==> src/rtl/core/hpack_dynamic_table_manager_assert.svh <==
// Assertion macros shared by the table manager modules.
// Each macro expects signals named clk and rst in the enclosing module.
`ifndef HPACK_DYNAMIC_TABLE_MANAGER_ASSERT_SVH
`define HPACK_DYNAMIC_TABLE_MANAGER_ASSERT_SVH

// Same-cycle implication.
`define HDTM_ASSERT_IMPL(label, ante, cons, msg) \
  label: assert property (@(posedge clk) disable iff (rst) (ante) |-> (cons)) \
    else $error(msg);

// Next-cycle implication.
`define HDTM_ASSERT_NEXT(label, ante, cons, msg) \
  label: assert property (@(posedge clk) disable iff (rst) (ante) |=> (cons)) \
    else $error(msg);

`endif

==> src/rtl/core/hdtm_pkg.sv <==
`timescale 1ns / 1ps

package hdtm_pkg;

  localparam int STATIC_ENTRIES = 61;
  localparam int ENTRY_OVERHEAD = 32;

  localparam int REQ_W   = 2;
  localparam int INDEX_W = 8;
  localparam int LEN_W   = 16;
  localparam int MAXB_W  = 13;
  localparam int SIDX_W  = 6;
  localparam int SLOT_W  = 7;
  localparam int COUNT_W = 8;
  localparam int BYTES_W = 13;
  localparam int SIZE_W  = 18;

  localparam logic [REQ_W-1:0] REQ_LOOKUP = 2'd0;
  localparam logic [REQ_W-1:0] REQ_INSERT = 2'd1;
  localparam logic [REQ_W-1:0] REQ_RESIZE = 2'd2;

  typedef struct packed {
    logic capture;
    logic drop;
    logic clear;
    logic append;
    logic finish;
  } hdtm_cmd_t;

  typedef struct packed {
    logic [REQ_W-1:0] req;
    logic             oversize;
    logic             evict_needed;
  } hdtm_status_t;

endpackage

==> src/rtl/core/hdtm_ctrl.sv <==
`timescale 1ns / 1ps
`include "hpack_dynamic_table_manager_assert.svh"

module hdtm_ctrl (
  input  logic                 clk,
  input  logic                 rst,
  input  logic                 in_valid,
  output logic                 in_stall,
  output logic                 out_valid,
  input  logic                 out_stall,
  input  hdtm_pkg::hdtm_status_t st,
  output hdtm_pkg::hdtm_cmd_t    cmd
);
  import hdtm_pkg::*;

  localparam logic [0:0] S_IDLE = 1'b0;
  localparam logic [0:0] S_WORK = 1'b1;

  logic [0:0] state;
  logic [0:0] state_next;
  logic       out_free;

  assign out_free = !out_valid || !out_stall;
  assign in_stall = (state != S_IDLE);

  always_comb begin
    cmd        = '0;
    state_next = state;
    unique case (state)
      S_IDLE: begin
        if (in_valid) begin
          cmd.capture = 1'b1;
          state_next  = S_WORK;
        end
      end
      S_WORK: begin
        case (st.req)
          REQ_INSERT: begin
            if (st.oversize) begin
              if (out_free) begin
                cmd.clear  = 1'b1;
                cmd.finish = 1'b1;
              end
            end else if (st.evict_needed) begin
              cmd.drop = 1'b1;
            end else if (out_free) begin
              cmd.append = 1'b1;
              cmd.finish = 1'b1;
            end
          end
          REQ_RESIZE: begin
            if (st.evict_needed) begin
              cmd.drop = 1'b1;
            end else if (out_free) begin
              cmd.finish = 1'b1;
            end
          end
          default: begin
            if (out_free) begin
              cmd.finish = 1'b1;
            end
          end
        endcase
        if (cmd.finish) begin
          state_next = S_IDLE;
        end
      end
      default: begin
        state_next = S_IDLE;
      end
    endcase
  end

  always_ff @(posedge clk) begin
    if (rst) begin
      state     <= S_IDLE;
      out_valid <= 1'b0;
    end else begin
      state <= state_next;
      if (cmd.finish) begin
        out_valid <= 1'b1;
      end else if (!out_stall) begin
        out_valid <= 1'b0;
      end
    end
  end

  `HDTM_ASSERT_IMPL(a_idle_no_update, state == S_IDLE, !(cmd.drop || cmd.append || cmd.clear), "table changed while idle")
  `HDTM_ASSERT_NEXT(a_finish_shows, cmd.finish, out_valid && state == S_IDLE, "finished item not presented")
  `HDTM_ASSERT_IMPL(a_finish_free, cmd.finish, out_free, "result overwrote a pending item")

endmodule

==> src/rtl/core/hdtm_datapath.sv <==
`timescale 1ns / 1ps
`include "hpack_dynamic_table_manager_assert.svh"

module hdtm_datapath #(
  parameter int MAX_TABLE_BYTES = 4096,
  parameter int RING_SLOTS      = 128
) (
  input  logic                           clk,
  input  logic                           rst,
  input  hdtm_pkg::hdtm_cmd_t            cmd,
  output hdtm_pkg::hdtm_status_t         st,
  input  logic [hdtm_pkg::REQ_W-1:0]     req_type,
  input  logic [hdtm_pkg::INDEX_W-1:0]   header_index,
  input  logic [hdtm_pkg::LEN_W-1:0]     name_len,
  input  logic [hdtm_pkg::LEN_W-1:0]     value_len,
  input  logic [hdtm_pkg::MAXB_W-1:0]    new_max_bytes,
  output logic                           status,
  output logic                           is_static,
  output logic [hdtm_pkg::SIDX_W-1:0]    static_index,
  output logic [hdtm_pkg::SLOT_W-1:0]    slot,
  output logic                           cleared,
  output logic [hdtm_pkg::COUNT_W-1:0]   evicted,
  output logic [hdtm_pkg::COUNT_W-1:0]   entry_count,
  output logic [hdtm_pkg::BYTES_W-1:0]   table_bytes
);
  import hdtm_pkg::*;

  localparam int BW = $clog2(MAX_TABLE_BYTES + 1);
  localparam int IW = $clog2(RING_SLOTS);
  localparam int CW = $clog2(RING_SLOTS + 1);
  localparam int DW = (CW > INDEX_W) ? CW : INDEX_W;
  localparam int LW = (BW > MAXB_W) ? BW : MAXB_W;

  logic [REQ_W-1:0]   req;
  logic [INDEX_W-1:0] idx;
  logic [SIZE_W-1:0]  size;
  logic [BW-1:0]      limit_bytes;
  logic [CW-1:0]      held_entries;
  logic [BW-1:0]      held_bytes;
  logic [IW-1:0]      oldest_slot;
  logic [CW-1:0]      evict_count;
  logic [BW-1:0]      oldest_size;
  logic [BW-1:0]      size_ring [RING_SLOTS];

  logic [CW-1:0]      held_entries_next;
  logic [BW-1:0]      held_bytes_next;
  logic [IW-1:0]      oldest_slot_next;
  logic [SIZE_W-1:0]  size_sum;
  logic [BW-1:0]      limit_sat;
  logic [BW-1:0]      target;
  logic               oversize;
  logic               ring_full;
  logic [IW-1:0]      oldest_inc;
  logic [BW-1:0]      bytes_after_drop;
  logic [IW:0]        app_sum;
  logic [IW-1:0]      app_slot;
  logic [DW-1:0]      dyn;
  logic               dyn_hit;
  logic [IW:0]        lk_sum;
  logic [IW-1:0]      lk_slot;
  logic               idx_static;

  assign size_sum = SIZE_W'(name_len) + SIZE_W'(value_len) + SIZE_W'(ENTRY_OVERHEAD);
  assign limit_sat = (LW'(new_max_bytes) > LW'(MAX_TABLE_BYTES)) ?
                     BW'(MAX_TABLE_BYTES) : BW'(new_max_bytes);

  assign oversize  = size > SIZE_W'(limit_bytes);
  assign target    = limit_bytes - BW'(size);
  assign ring_full = held_entries >= CW'(RING_SLOTS);

  always_comb begin
    st.req      = req;
    st.oversize = oversize;
    if (req == REQ_INSERT) begin
      st.evict_needed = (held_entries != '0) && ((held_bytes > target) || ring_full);
    end else begin
      st.evict_needed = (held_entries != '0) && (held_bytes > limit_bytes);
    end
  end

  assign oldest_inc = (oldest_slot == IW'(RING_SLOTS - 1)) ? '0 : oldest_slot + IW'(1);
  assign bytes_after_drop = (oldest_size > held_bytes) ? '0 : held_bytes - oldest_size;

  assign app_sum  = (IW+1)'(oldest_slot) + (IW+1)'(held_entries);
  assign app_slot = (app_sum >= (IW+1)'(RING_SLOTS)) ?
                    IW'(app_sum - (IW+1)'(RING_SLOTS)) : IW'(app_sum);

  assign idx_static = (idx != '0) && (idx <= INDEX_W'(STATIC_ENTRIES));
  assign dyn        = DW'(idx) - DW'(STATIC_ENTRIES);
  assign dyn_hit    = (idx > INDEX_W'(STATIC_ENTRIES)) && (dyn <= DW'(held_entries));
  assign lk_sum     = (IW+1)'(oldest_slot) + (IW+1)'(held_entries) - (IW+1)'(dyn);
  assign lk_slot    = (lk_sum >= (IW+1)'(RING_SLOTS)) ?
                      IW'(lk_sum - (IW+1)'(RING_SLOTS)) : IW'(lk_sum);

  always_comb begin
    held_entries_next = held_entries;
    held_bytes_next   = held_bytes;
    oldest_slot_next  = oldest_slot;
    if (cmd.clear) begin
      held_entries_next = '0;
      held_bytes_next   = '0;
      oldest_slot_next  = '0;
    end else if (cmd.drop) begin
      held_entries_next = held_entries - CW'(1);
      held_bytes_next   = bytes_after_drop;
      oldest_slot_next  = oldest_inc;
    end else if (cmd.append) begin
      held_entries_next = held_entries + CW'(1);
      held_bytes_next   = held_bytes + BW'(size);
    end
  end

  always_ff @(posedge clk) begin
    if (rst) begin
      held_entries <= '0;
      held_bytes   <= '0;
      oldest_slot  <= '0;
      limit_bytes  <= BW'(MAX_TABLE_BYTES);
    end else begin
      held_entries <= held_entries_next;
      held_bytes   <= held_bytes_next;
      oldest_slot  <= oldest_slot_next;
      if (cmd.capture && (req_type == REQ_RESIZE)) begin
        limit_bytes <= limit_sat;
      end
    end
  end

  always_ff @(posedge clk) begin
    if (cmd.capture) begin
      req         <= req_type;
      idx         <= header_index;
      size        <= size_sum;
      evict_count <= '0;
    end else if (cmd.drop) begin
      evict_count <= evict_count + CW'(1);
    end
  end

  // The read port follows the next oldest slot, so the oldest size is ready
  // in every cycle; an append to that same slot is forwarded.
  always_ff @(posedge clk) begin
    if (cmd.append) begin
      size_ring[app_slot] <= BW'(size);
    end
    if (cmd.append && (app_slot == oldest_slot_next)) begin
      oldest_size <= BW'(size);
    end else begin
      oldest_size <= size_ring[oldest_slot_next];
    end
  end

  always_ff @(posedge clk) begin
    if (cmd.finish) begin
      status       <= 1'b0;
      is_static    <= 1'b0;
      static_index <= '0;
      slot         <= '0;
      cleared      <= cmd.clear;
      evicted      <= cmd.clear ? COUNT_W'(held_entries) : COUNT_W'(evict_count);
      entry_count  <= COUNT_W'(held_entries_next);
      table_bytes  <= BYTES_W'(held_bytes_next);
      if (req == REQ_LOOKUP) begin
        if (idx_static) begin
          is_static    <= 1'b1;
          static_index <= SIDX_W'(idx);
        end else if (dyn_hit) begin
          slot <= SLOT_W'(lk_slot);
        end else begin
          status <= 1'b1;
        end
      end else if (cmd.append) begin
        slot <= SLOT_W'(app_slot);
      end
    end
  end

  `HDTM_ASSERT_IMPL(a_held_range, 1'b1, held_entries <= CW'(RING_SLOTS), "entry count past ring size")
  `HDTM_ASSERT_IMPL(a_empty_no_bytes, held_entries == '0, held_bytes == '0, "empty table holds bytes")
  `HDTM_ASSERT_IMPL(a_drop_nonempty, cmd.drop, held_entries != '0, "eviction from an empty table")

endmodule

==> src/rtl/core/hpack_dynamic_table_manager.sv <==
// A result is registered once its item is captured and the ring walk has dropped each
// entry to evict; it waits while the output holds an earlier result under stall.
// A new item is taken only after the last one's result is registered; an insert or size
// update that evicts walks the ring, which reads one ring size a cycle.
// Reset clears the counts and sets the limit to MAX_TABLE_BYTES; the ring is not swept.
`timescale 1ns / 1ps

module hpack_dynamic_table_manager #(
  parameter int MAX_TABLE_BYTES = 4096,
  parameter int RING_SLOTS      = 128
) (
  input  logic                           clk,
  input  logic                           rst,
  input  logic                           in_valid,
  output logic                           in_stall,
  input  logic [hdtm_pkg::REQ_W-1:0]     req_type,
  input  logic [hdtm_pkg::INDEX_W-1:0]   header_index,
  input  logic [hdtm_pkg::LEN_W-1:0]     name_len,
  input  logic [hdtm_pkg::LEN_W-1:0]     value_len,
  input  logic [hdtm_pkg::MAXB_W-1:0]    new_max_bytes,
  output logic                           out_valid,
  input  logic                           out_stall,
  output logic                           status,
  output logic                           is_static,
  output logic [hdtm_pkg::SIDX_W-1:0]    static_index,
  output logic [hdtm_pkg::SLOT_W-1:0]    slot,
  output logic                           cleared,
  output logic [hdtm_pkg::COUNT_W-1:0]   evicted,
  output logic [hdtm_pkg::COUNT_W-1:0]   entry_count,
  output logic [hdtm_pkg::BYTES_W-1:0]   table_bytes
);
  import hdtm_pkg::*;

  hdtm_cmd_t    cmd;
  hdtm_status_t st;

  hdtm_ctrl u_ctrl (
    .clk       (clk),
    .rst       (rst),
    .in_valid  (in_valid),
    .in_stall  (in_stall),
    .out_valid (out_valid),
    .out_stall (out_stall),
    .st        (st),
    .cmd       (cmd)
  );

  hdtm_datapath #(
    .MAX_TABLE_BYTES (MAX_TABLE_BYTES),
    .RING_SLOTS      (RING_SLOTS)
  ) u_datapath (
    .clk           (clk),
    .rst           (rst),
    .cmd           (cmd),
    .st            (st),
    .req_type      (req_type),
    .header_index  (header_index),
    .name_len      (name_len),
    .value_len     (value_len),
    .new_max_bytes (new_max_bytes),
    .status        (status),
    .is_static     (is_static),
    .static_index  (static_index),
    .slot          (slot),
    .cleared       (cleared),
    .evicted       (evicted),
    .entry_count   (entry_count),
    .table_bytes   (table_bytes)
  );

endmodule
==> config.mk <==
export PLATFORM = sky130hd
export DESIGN_NAME = hpack_dynamic_table_manager
export DESIGN_NICKNAME = d
export VERILOG_FILES = /design/src/rtl/core/hdtm_pkg.sv /design/src/rtl/core/hdtm_ctrl.sv /design/src/rtl/core/hdtm_datapath.sv /design/src/rtl/core/hpack_dynamic_table_manager.sv
export VERILOG_INCLUDE_DIRS = /design/src /design/src/rtl/core
export SDC_FILE = /design/constraint.sdc
export NUM_CORES = 2
export LEC_CHECK = 0
export BUFFER_PORTS_ARGS = -buffer_cell sky130_fd_sc_hd__buf_4
export CAP_MARGIN = 20
export CORE_UTILIZATION = 51
export DETAILED_ROUTE_END_ITERATION = 8
export PLACE_DENSITY = 0.71
export SETUP_SLACK_MARGIN = 0.02
export SLEW_MARGIN = 5
export SYNTH_ARGS = -nofsm -noshare
export SYNTH_HDL_FRONTEND = slang
export SYNTH_SLANG_ARGS = --single-unit
==> constraint.sdc <==
create_clock -name clk -period 11.1 [get_ports clk]
set_input_delay 3.33 -clock clk [delete_from_list [all_inputs] [get_ports clk]]
set_output_delay 3.33 -clock clk [all_outputs]
set_load 0.01 [all_outputs]
---- Yosys cells after proc, flatten, opt, wreduce, memory -nomap -nowiden ----
Memory sizes are Yosys's and may differ from the RTL's. A register that Yosys moved wholly into a read port is not among the register bits.
Cells that the tools add are included.
word-level totals
  output and inout bits ................... 47
  register bits ........................... 124
  memory bits (writable) .................. 1,664
  memories kept ........................... 1
  word-level logic and storage cells ...... 108
cells by class
  magnitude comparators ................... 11
  equality and inequality tests ........... 5
  mux-type cells .......................... 43
  bitwise operators ....................... 2
  reductions and logical operators ........ 14
  add/sub/neg operators ................... 14
memories
  name                  words  bits a word  read ports  clocked after Yosys merged registers in  write ports  RTL line             text
  u_datapath.size_ring  128    13           1           1                                        1            hdtm_datapath.sv:43  logic [BW-1:0] size_ring [RING_SLOTS];
operators with widths
  kind                     number
  $mux W13                 5
  $mux W7                  9
  $gt A13 B13 Y1           3
  $mux W8                  4
  $sub A13 B13 Y13         2
  $ge A8 B8 Y1 const B     3
  $add A18 B6 Y18 const B  1
  $gt A18 B13 Y1           1
  $mux W1                  18
  $add A16 B16 Y17         1
  $add A8 B1 Y8 const B    2
  $reduce_bool A8 Y1       2
  $sub A7 B1 Y7 const B    2
  $add A13 B13 Y13         1
  $gt A13 B13 Y1 const B   1
  $add A7 B8 Y8            1
  $gt A8 B6 Y1 const B     1
  $le A8 B6 Y1 const B     1
  $le A8 B8 Y1             1
  $sub A8 B1 Y8 const B    1
  $sub A8 B6 Y8 const B    1
  $sub A8 B8 Y8            1
  $add A7 B1 Y7 const B    1
  $eq A7 B7 Y1 const B     1
  13 further kinds         25

---- Longest topological paths before layout ----
  depth in word-level cells ............... 13
  depth in mapped cells ................... 25
  gate-level depth less buffers ........... 23

---- Modules after synthesis ----
From an unflattened synthesis, not the netlist that was laid out.
unflattened totals
  cell total of the unflattened synthesis .. 3,707
  area total of the unflattened synthesis .. 73,496.7 um2
modules (own cells, without submodules)
  module         seq. area each (um2)  cells an instance  times used  area each (um2)
  hdtm_datapath  53,281.1              3,684              1           73,322.8
  hdtm_ctrl      40.0                  23                 1           173.9

---- Worst setup path after synthesis ----
Ideal clock, no wire load.
  path kind ............................... register to register
  start ................................... reg u_datapath.size[0]
  end ..................................... mem u_datapath.size_ring[107][0] in the netlist's numbering, enable pin
  required time ........................... 10.718 ns
  slack ................................... 4.038 ns
  clock period less this slack ............ 7.062 ns
  path buffers ............................ 2
  arrival time ............................ 6.680 ns
  setup time .............................. 0.382 ns
  cell stages (with the launch flop) ...... 23
  cell sequence ........................... edfxtp_1 ha_1 inv_1 fa_1 a21o_1 a21oi_1 nor2b_1 o21a_1 o311ai_0 a21oi_1 o21ai_0 nand2b_1 xnor2_1 ha_1 a21o_1 a2111o_1 a211oi_1 or3_4 and4bb_2 buf_4 nand4_1 clkbuf_1 nor2_1
between the ends
  cells in the longest elaborated chain, start to end .. 11
  elaborated cells on any way between the ends .. 12
  classes of those cells .................. 1 x add/sub; 2 x order compare; 7 x mux; 2 x reduce/logical
RTL lines
  item                             RTL line              text
  start, declared                  hdtm_datapath.sv:36   logic [SIZE_W-1:0] size;
  start signal, assigned           hdtm_datapath.sv:133  size <= size_sum;
  $sub A13 B13 Y13                 hdtm_datapath.sv:68   assign target = limit_bytes - BW'(size);
  $gt A13 B13 Y1                   hdtm_datapath.sv:75   st.evict_needed = (held_entries != '0) && ((held_bytes > target) || ring_full);
  $logic_or A1 B1 Y1               hdtm_datapath.sv:75
  $logic_and A1 B1 Y1              hdtm_datapath.sv:75
  $mux W1                          hdtm_datapath.sv:74   if (req == REQ_INSERT) begin
  $mux W2                          hdtm_ctrl.sv:44       end else if (st.evict_needed) begin
  $mux W1 *                        hdtm_ctrl.sv:39       if (st.oversize) begin
  $mux W2 *                        hdtm_ctrl.sv:37       case (st.req)
  $mux W4 *                        hdtm_ctrl.sv:29       unique case (state)
  $mux W1 *                        hdtm_datapath.sv:143  if (cmd.append) begin
  $mux W1 (implied by the code) *  hdtm_datapath.sv:144  size_ring[app_slot] <= BW'(size);
  end, declared                    hdtm_datapath.sv:43
Every way passes the cells marked *; elsewhere a longest branch is shown, timed or not.

---- Worst setup path in the final report ----
  start ................................... reg u_datapath.size[1]
  end ..................................... mem u_datapath.size_ring[88][5] in the netlist's numbering, enable pin
The elaborated chain is that of the path after synthesis.

==> out/results.ini <==
[floorplan]
start_util_pct=51.5
die_w_um=380
num_rows=138
die-area_um2=144000
chipHeight_um=380
design.core.area_um2=142000
ios=106

[clock_tree]
cts.sinks=1795
cts_setup_buffers=0
cts_buffer_depth=3
clock_latency_ns=0.82
cts_resized=0
postCtsHoldBufs=0
cts_tree=yes
cts_made_buffers=170
path_clk_slew_ns=0.06
root_buffer=clkbuf_16
htree_levels=4

[timing]
post-route-period-util_pct=74.0
rsz0062_at_grt=no
fmax_ghz=0.122
clock_skew_ns=0.0397
setup_tns_ns=0
setup_slack_ns=2.88
setup_viol=0
tightest_slew_ns=1.16
min_period_ns=8.22
max-slew-margin-rel_pct=22.8
hold_viol=0
maxSlewViolCount=0

[pwr]
power_frac_seq_pct=54.5
combPwrFrac_pct=4.5
ir_drop_mv=0.139
p_int_w=0.0110
fin_total_pwr_w=0.0140
power_density_nw_per_um2=171
p_leak_nw=25.8
switching_share_pct=21.8
clock_power_share_pct=41.1
p_sw_w=0.00306

[placed_design]
dp_hpwl_um=108000
pre_cts_ws_ns=2.84
routabilityCongestion=0.904
dp.cells=5403
io_buffers=105
detailed_place.area_um2=76200

[synth]
yosys_warnings=0
postSynthNetCount=3669
synth_edf_count=1737
synthArstFlopShare_pct=0
avgSynthCellArea_um2=20.9
yosys_register_bits=1795
syn_inst=3481
ys_dominant_reg_cell=edfxtp_1
synth.cell_area_um2=72900
synth_cell_type_count=71
ys_seq_area_share_pct=73.2

[min_path]
hp-class=reg2reg
whs_endpoint=u_datapath.limit_bytes[12]
hold_depth=1
min-delay-start=u_datapath.limit_bytes[12]

[cells_and_area]
mostFrequentLayoutCell=edfxtp_1
instances_no_fill=5788
layout.nets=3943
layout_common_cells=edfxtp_1, mux4_2, nor2_1
postLayoutCellArea_um2=82300
drive_gt1_share_pct=28.3
area_growth_pct=13.0
fillCellCount=10100

[routing]
via_count=36500
viasPerCell=6.30
wl_per_cell_um=30.7
drc=0
first_pass_iters=6
ant_nets=0
drt_iter0_drc=4916
drt-total-wl_um=178000

[critical_path]
r2r-end=u_datapath.size_ring[88][5]
critPathKind=reg2reg
required_ns=11.52
crit_arrival_ns=8.64
cp_max_fo=71
worstReg2RegStart=u_datapath.size[1]
r2r_slack_ns=2.88
cp-start-kind=register
cp-end-kind=register
rr_worst_depth=22

[global_routing]
antenna_found_initial=3
grt_remaining_overflow=0
grt_pass1_wl_um=255000
track_usage_pct=24.7
grt_pass1_vias=35100
grt_start_max_net_pins=132

[run]
cap_violations=0

[status]
status=complete, no violations

synth_stat cells, drive strengths merged (24+ instances only):
cell type  number  share of area, %
a21oi          60              0.41
ha            123               2.1
nor2          218               1.1
o22ai          31              0.33
dfxtp          58               1.6
xnor2          51              0.61
edfxtp       1737                72
mux4          546                17
and3           24              0.21
o21ai          33              0.23
xor2           31              0.37
buf            56              0.37
inv            80              0.41
nand2          60              0.31
clkbuf         97              0.50
layout make-up:
class,count,area (µm²),share of cell area [%]
multi-input combinational,1453,18600,22.6
clock inverter,108,1060,1.29
timing repair buffer,255,2150,2.62
sequential,1795,53300,64.8
antenna,1,2.50,0.00304
clock buffer,206,4460,5.42
tap,1890,2360,2.87
inverter,80,300,0.365
critical path: stages (launching register included):
cell      delay (ns)
edfxtp_1        0.33
buf_4           0.73
inv_1           0.20
fa_1            0.48
a21o_1          0.17
a21oi_1         0.23
nor2b_1         0.08
o21a_1          0.19
o311ai_0        0.45
a21oi_1         0.15
o21ai_0         0.25
nand2b_1        0.11
xnor2_1         0.14
ha_1            0.18
a21o_1          0.18
a2111o_1        0.39
a211oi_1        0.21
or3_4           0.19
and4bb_2        0.80
and2_1          0.30
nand3_1         0.66
buf_4           0.53
nor2_1          0.82
power groups by stage:
stage	clock (W)	combinational (W)	sequential [W]
floorplan	0	0.000173	0.00794
global placement	0	0.000616	0.00779
detailed placement	0	0.000633	0.00780
CTS	0.00583	0.000633	0.00765
global route	0.00607	0.000674	0.00765
finish	0.00577	0.000626	0.00765
registers in the layout (all words and copies together) (netlist names), named ones only:
name,cells
u_datapath.static_index,6
u_datapath.size,18
u_datapath.entry_count,8
u_datapath.oldest_slot,7
u_datapath.status,1
u_datapath.table_bytes,13
u_datapath.cleared,1
u_datapath.held_bytes,13
u_ctrl.out_valid,1
u_datapath.is_static,1
u_datapath.evicted,8
u_datapath.req,2
u_datapath.held_entries,8
u_datapath.slot,7
u_datapath.size_ring,1664
u_datapath.idx,8
u_datapath.evict_count,8
u_ctrl.in_stall,1
u_datapath.limit_bytes,13
stage by stage:
stage	utilization, %	hold slack, ns
after floorplan	-	0.435
after global placement	53.6	0.450
after detailed placement	53.8	0.453
after CTS	57.7	0.466
after global routing	58.1	0.476
final	58.1	0.465
cells by family (layout without fill, tap and decap cells):
family                   Yosys count  in the layout  synth area share (%)
flip-flops                      1795           1795                  73.2
multiplexers                     581            581                  17.4
AND/OR/NAND/NOR                  436            436                  2.80
buffers and inverters            233            649                  1.28
AO/OA/AOI/OAI                    225            225                  2.09
adder cells (fa/ha/maj)          129            129                  2.28
XOR/XNOR                          82             82                 0.986
other                              0              1                     0
how the worst max path moves through the flow:
stage | startpoint | to | slack (ns) | cells after the start
2_1_floorplan | u_datapath.size[0] | u_datapath.size_ring[107][0] | 4.04 | 22
3_3_place_gp | u_datapath.size[0] | u_datapath.size_ring[8][7] | 3.04 | 23
3_5_place_dp | u_datapath.size[1] | u_datapath.size_ring[8][8] | 2.84 | 22
4_1_cts | u_datapath.size[1] | u_datapath.size_ring[8][8] | 2.80 | 22
5_1_grt | u_datapath.size[1] | u_datapath.size_ring[64][4] | 2.33 | 22
6_report | u_datapath.size[1] | u_datapath.size_ring[88][5] | 2.88 | 22
layer usage:
metal	track usage [%]	wire length [µm]
met4	7.06	4530
met5	0	0
met3	5.30	17700
met2	37.8	84100
met1	36.1	71600
Power figures use the tool's default switching activity.
